**config.mk**
```make
export PLATFORM = sky130hd
export DESIGN_NAME = sgm_window
export DESIGN_NICKNAME = d
export VERILOG_FILES = /design/src/hw/rtl/sobel_gradient_magnitude_3x3_core_macros.svh /design/src/hw/rtl/sgm_pkg.sv /design/src/hw/rtl/sgm_window.sv
export SDC_FILE = /design/constraint.sdc
export NUM_CORES = 1
export LEC_CHECK = 0
export BUFFER_PORTS_ARGS = -buffer_cell sky130_fd_sc_hd__buf_4
export CAP_MARGIN = 10
export CORE_MARGIN = 5
export CORE_UTILIZATION = 55
export CTS_CLUSTER_DIAMETER = 150
export DETAILED_ROUTE_END_ITERATION = 12
export PLACE_DENSITY = 0.73
export SETUP_SLACK_MARGIN = 0.02
export SLEW_MARGIN = 20
export SYNTH_ARGS = -nofsm -noshare
export SYNTH_HDL_FRONTEND = slang
export SYNTH_SLANG_ARGS = --single-unit
```
**constraint.sdc**
```tcl
create_clock -name clk -period 7.45 [get_ports clk]
set_clock_uncertainty 0.1 [all_clocks]
set_input_delay 0.745 -clock clk [delete_from_list [all_inputs] [get_ports clk]]
set_output_delay 0.745 -clock clk [all_outputs]
set_load 0.03 [all_outputs]
```
**src/hw/rtl/sobel_gradient_magnitude_3x3_core_macros.svh**
```systemverilog
// ----------------------------------------------------------------------------
// Assertion macros for the Sobel gradient core
// Concurrent checks, clocked on the rising edge, off during reset.
// ----------------------------------------------------------------------------
`ifndef SOBEL_GRADIENT_MAGNITUDE_3X3_CORE_MACROS_SVH
`define SOBEL_GRADIENT_MAGNITUDE_3X3_CORE_MACROS_SVH

// same-cycle implication
`define SGM_ASSERT_NOW(label, clk, rst_n, ante, cons) \
	label: assert property (@(posedge clk) disable iff (!rst_n) (ante) |-> (cons)) \
		else $error("sgm assertion failed");

// next-cycle implication
`define SGM_ASSERT_NEXT(label, clk, rst_n, ante, cons) \
	label: assert property (@(posedge clk) disable iff (!rst_n) (ante) |=> (cons)) \
		else $error("sgm assertion failed");

`endif

```
**src/hw/rtl/sgm_pkg.sv**
```systemverilog
// ----------------------------------------------------------------------------
// sgm_pkg
// Shared constants, types and helpers of the Sobel gradient core.
// ----------------------------------------------------------------------------
package sgm_pkg;

	localparam int MAX_WIDTH  = 1024;
	localparam int MAX_HEIGHT = 1024;

	localparam int PIX_W = 8;
	localparam int CFG_W = 11;
	localparam int COL_W = $clog2(MAX_WIDTH);
	localparam int ROW_W = $clog2(MAX_HEIGHT);
	localparam int CFG_IDX_W = 1;

	localparam logic [CFG_IDX_W-1:0] REG_FRAME_WIDTH  = 1'b0;
	localparam logic [CFG_IDX_W-1:0] REG_FRAME_HEIGHT = 1'b1;

	localparam logic [CFG_W-1:0] RST_FRAME_WIDTH  = CFG_W'(640);
	localparam logic [CFG_W-1:0] RST_FRAME_HEIGHT = CFG_W'(480);
	localparam logic [CFG_W-1:0] MIN_DIM          = CFG_W'(3);

	// right column of the window: both halves of a line store entry and the new pixel
	typedef struct packed {
		logic [PIX_W-1:0] top;
		logic [PIX_W-1:0] mid;
		logic [PIX_W-1:0] bot;
	} taps_t;

	function automatic logic [CFG_W-1:0] clamp_dim(input logic [CFG_W-1:0] v,
		input logic [CFG_W-1:0] hi);
		logic [CFG_W-1:0] r;
		if (v < MIN_DIM)
			r = MIN_DIM;
		else if (v > hi)
			r = hi;
		else
			r = v;
		return r;
	endfunction

endpackage

```
**src/hw/rtl/sgm_window.sv**
```systemverilog
// ----------------------------------------------------------------------------
// sgm_window
// 3x3 window columns and the Sobel magnitude datapath.
// ----------------------------------------------------------------------------
module sgm_window (
	input  logic                        clk,
	input  logic                        arst_n,
	input  logic                        shift,
	input  sgm_pkg::taps_t              taps,
	output logic [sgm_pkg::PIX_W-1:0]   magnitude
);

	localparam int SW = sgm_pkg::PIX_W + 3;

	// [0..2] column c-2 (top, mid, bottom), [3..5] column c-1
	logic [sgm_pkg::PIX_W-1:0] win_q [6];

	always_ff @(posedge clk or negedge arst_n) begin
		if (!arst_n) begin
			for (int i = 0; i < 6; i++)
				win_q[i] <= '0;
		end else if (shift) begin
			win_q[0] <= win_q[3];
			win_q[1] <= win_q[4];
			win_q[2] <= win_q[5];
			win_q[3] <= taps.top;
			win_q[4] <= taps.mid;
			win_q[5] <= taps.bot;
		end
	end

	function automatic logic signed [SW-1:0] sx(input logic [sgm_pkg::PIX_W-1:0] v);
		return $signed({3'b000, v});
	endfunction

	logic signed [SW-1:0] gx, gy;
	logic signed [SW-1:0] qx, qy;
	logic [sgm_pkg::PIX_W-1:0] ax, ay;
	logic [sgm_pkg::PIX_W:0]   sum;

	always_comb begin
		gx = sx(taps.top) - sx(win_q[0]) + ((sx(taps.mid) - sx(win_q[1])) <<< 1)
			+ sx(taps.bot) - sx(win_q[2]);
		gy = sx(win_q[0]) + (sx(win_q[3]) <<< 1) + sx(taps.top)
			- sx(win_q[2]) - (sx(win_q[5]) <<< 1) - sx(taps.bot);
		// divide by 4 rounding toward zero
		qx = gx[SW-1] ? ((gx + SW'(3)) >>> 2) : (gx >>> 2);
		qy = gy[SW-1] ? ((gy + SW'(3)) >>> 2) : (gy >>> 2);
		ax = qx[SW-1] ? sgm_pkg::PIX_W'(-qx) : qx[sgm_pkg::PIX_W-1:0];
		ay = qy[SW-1] ? sgm_pkg::PIX_W'(-qy) : qy[sgm_pkg::PIX_W-1:0];
		sum = {1'b0, ax} + {1'b0, ay};
		magnitude = sum[sgm_pkg::PIX_W:1];
	end

endmodule

```
==> impl_metrics.toml <==
[status]
run_status = "complete, no violations"

[final_layout]
top_register = "win_q"
fillerInstances = 831
area_growth_pct = 13.0
reg_top3 = "win_q: 48 flops"
largest_reg_flops = 48
final_nets = 771
n_antenna_cell = 0
drive_above_1_share_pct = 16.9
multiInputGateArea_um2 = 3740
regArea_um2 = 1200

[worst_setup_path]
worstPathRequired_ps = 6610
critPathLaunch = "taps[17]"
path_class = "input pin to output port"
path_max_fanout = 4
reg2reg_from = "win_q[22]"
critical_path.endpoint = "magnitude[4]"
critPathMaxStageDelay_ps = 480
slowest_stage = "fa_1"
r2r_slack_ps = 6550
startpoint_type = "input pin"
cp-end-kind = "output port"
r2r.worst_path.cells = 1
timing.critical_path.mode_cell = "ha_1"
timing.rr.end = "win_q[22]"
cp_data_arrival_time_ps = 6300

[synth]
ys_seq_area_share_pct = 22.4
async_reset_ff_share_pct = 100
yosys_warnings = 0
syn-num-nets = 726
synth_top_area_cell = "dfrtp_1"
synth-edff-count = 0
yosysMostFrequentCell = "inv_1"
synth_area_leaders = "dfrtp_1 (22%), fa_1 (18%), ha_1 (12%)"
synthCells = 599
ys.flop_type = "dfrtp_1"
syn_area_per_cell_um2 = 8.96
synth.top_cell.area_share_pct = 22.4
synth_cell_types = 66
netlist_area_um2 = 5370
synthTopCellsByCount = "inv_1 (132), ha_1 (51), nand2_1 (51)"
ys_ff_latch = 48

[clock_network]
clockBufferDepth = 2
cts_inserted_buffers = 5
h-tree-depth = 2
clockRootBuffer = "clkbuf_8"
path_clk_slew_ps = 100
cts_sinks = 48
cts_tree = "built"
clk_latency_ps = 320

[sta]
setup_viol = 0
worstMarginPinSlew_ps = 713
fmax_mhz = 140
rsz0062_at_grt = "true"
drv_slew = 0
setup_ws_ps = 309
finalCriticalPeriod_ps = 7140
finalHoldViolCount = 0
slew_headroom_pct = 52.5
min_period_over_period_pct = 95.9

[placed_design]
portBuffers = 34
place_ws_ps = 108
routabilityCongestion = 0.830
hpwlAfterDp_um = 9040

[grt]
grt_antenna_before_repair = 0
grt_pass1_vias = 4273
overflow = 0
grt.total_usage_pct = 20.6
grt_max_degree = 83
grt_pass1_wl_um = 19500

[floorplan]
die_w_um = 109
core_area_um2 = 9640
ios = 35
start_util_pct = 55.7
rows = 36
die_h_um = 109
dieArea_um2 = 11800

[min_path]
hold_class = "input pin to async pin"

[route]
drtPass1Iterations = 4
num_vias = 4056
drt_iter0_drc = 190
postRouteWirelength_um = 11200
drcViolationCount = 0
vias_per_cell = 5.21
ant_nets = 0
wl_per_cell_um = 14.4

[flow_run]
drv_cap = 0
## area by class of cell
type | count | share of cell area (%)
inverters | 132 | 8.17
clock inverters | 2 | 0.289
clock buffers | 6 | 1.36
well taps | 133 | 2.74
repair buffers | 48 | 5.94
multi-input cells | 409 | 61.7
flip-flops and latches | 48 | 19.8
## critical path, delay by kind of cell
kind	cells	cell delay [ps]
buffers and inverters	4	430
AO/OA/AOI/OAI	11	2050
XOR/XNOR	3	430
adder cells (fa/ha/maj)	5	1740
AND/OR/NAND/NOR	6	870
## cell families (layout without fill, tap and decap cells)
| logic type | after synthesis | after routing | synth area share [%] |
|---|---|---|---|
| buffers and inverters | 142 | 188 | 10.1 |
| AO/OA/AOI/OAI | 126 | 126 | 15.6 |
| AND/OR/NAND/NOR | 124 | 124 | 11.4 |
| adder cells (fa/ha/maj) | 100 | 100 | 30.2 |
| flip-flops | 48 | 48 | 22.4 |
| XOR/XNOR | 41 | 41 | 6.69 |
| multiplexers | 18 | 18 | 3.71 |
## layout by cell type (no fill, tap or decap), drive strengths merged, types with 9 or more instances in the layout
cell / n
inv: 134
nand2: 52
ha: 51
fa: 49
buf: 48
dfrtp: 48
o21ai: 48
xnor2: 26
a21oi: 25
nor2: 23
mux2: 15
xor2: 15
a21o: 9
nor3: 9
## how the worst min path moves through the flow
stage	cells past startpoint	start	endpoint	slack, ps
detailed placement	2	win_q[6]	win_q[30]	370
CTS	1	arst_n	win_q[8]	360
global placement	2	win_q[10]	win_q[34]	360
global route	1	arst_n	win_q[36]	380
finish	1	arst_n	win_q[9]	320
floorplan	0	arst_n	win_q[0]	350
## per-layer routing
| layer | part of all wire (%) | global-route usage, % | vias to the layer above | wire (um) |
|---|---|---|---|---|
| met4 | 2.1 | 5.59 | 0 | 233 |
| met3 | 3.3 | 3.20 | 22 | 364 |
| met2 | 50 | 36.2 | 58 | 5640 |
| li1 | - | - | 2033 | - |
| met5 | 0 | 0 | - | 0 |
| met1 | 44 | 26.4 | 1943 | 4940 |
## timing repair
| item | CTS | global route |
|---|---|---|
| hold buffers | 0 | 0 |
| setup endpoints to repair | 0 | 6 |
| setup buffers | 0 | 10 |
| gates resized for setup | 0 | 26 |
## stage by stage
step	setup TNS (ps)	util [%]	hold WS, ps	std cells	cell area (um2)
floorplan	0	-	349	599	5370
global placement	0	59.9	355	760	5770
detailed placement	0	59.9	366	760	5770
CTS	0	60.9	355	768	5870
global route	-162	62.9	376	778	6060
finish	0	62.9	324	778	6060
Power is left out: the tool's default activity adds up to more than one toggle a clock period on the data nets, which glitch-free logic cannot reach.
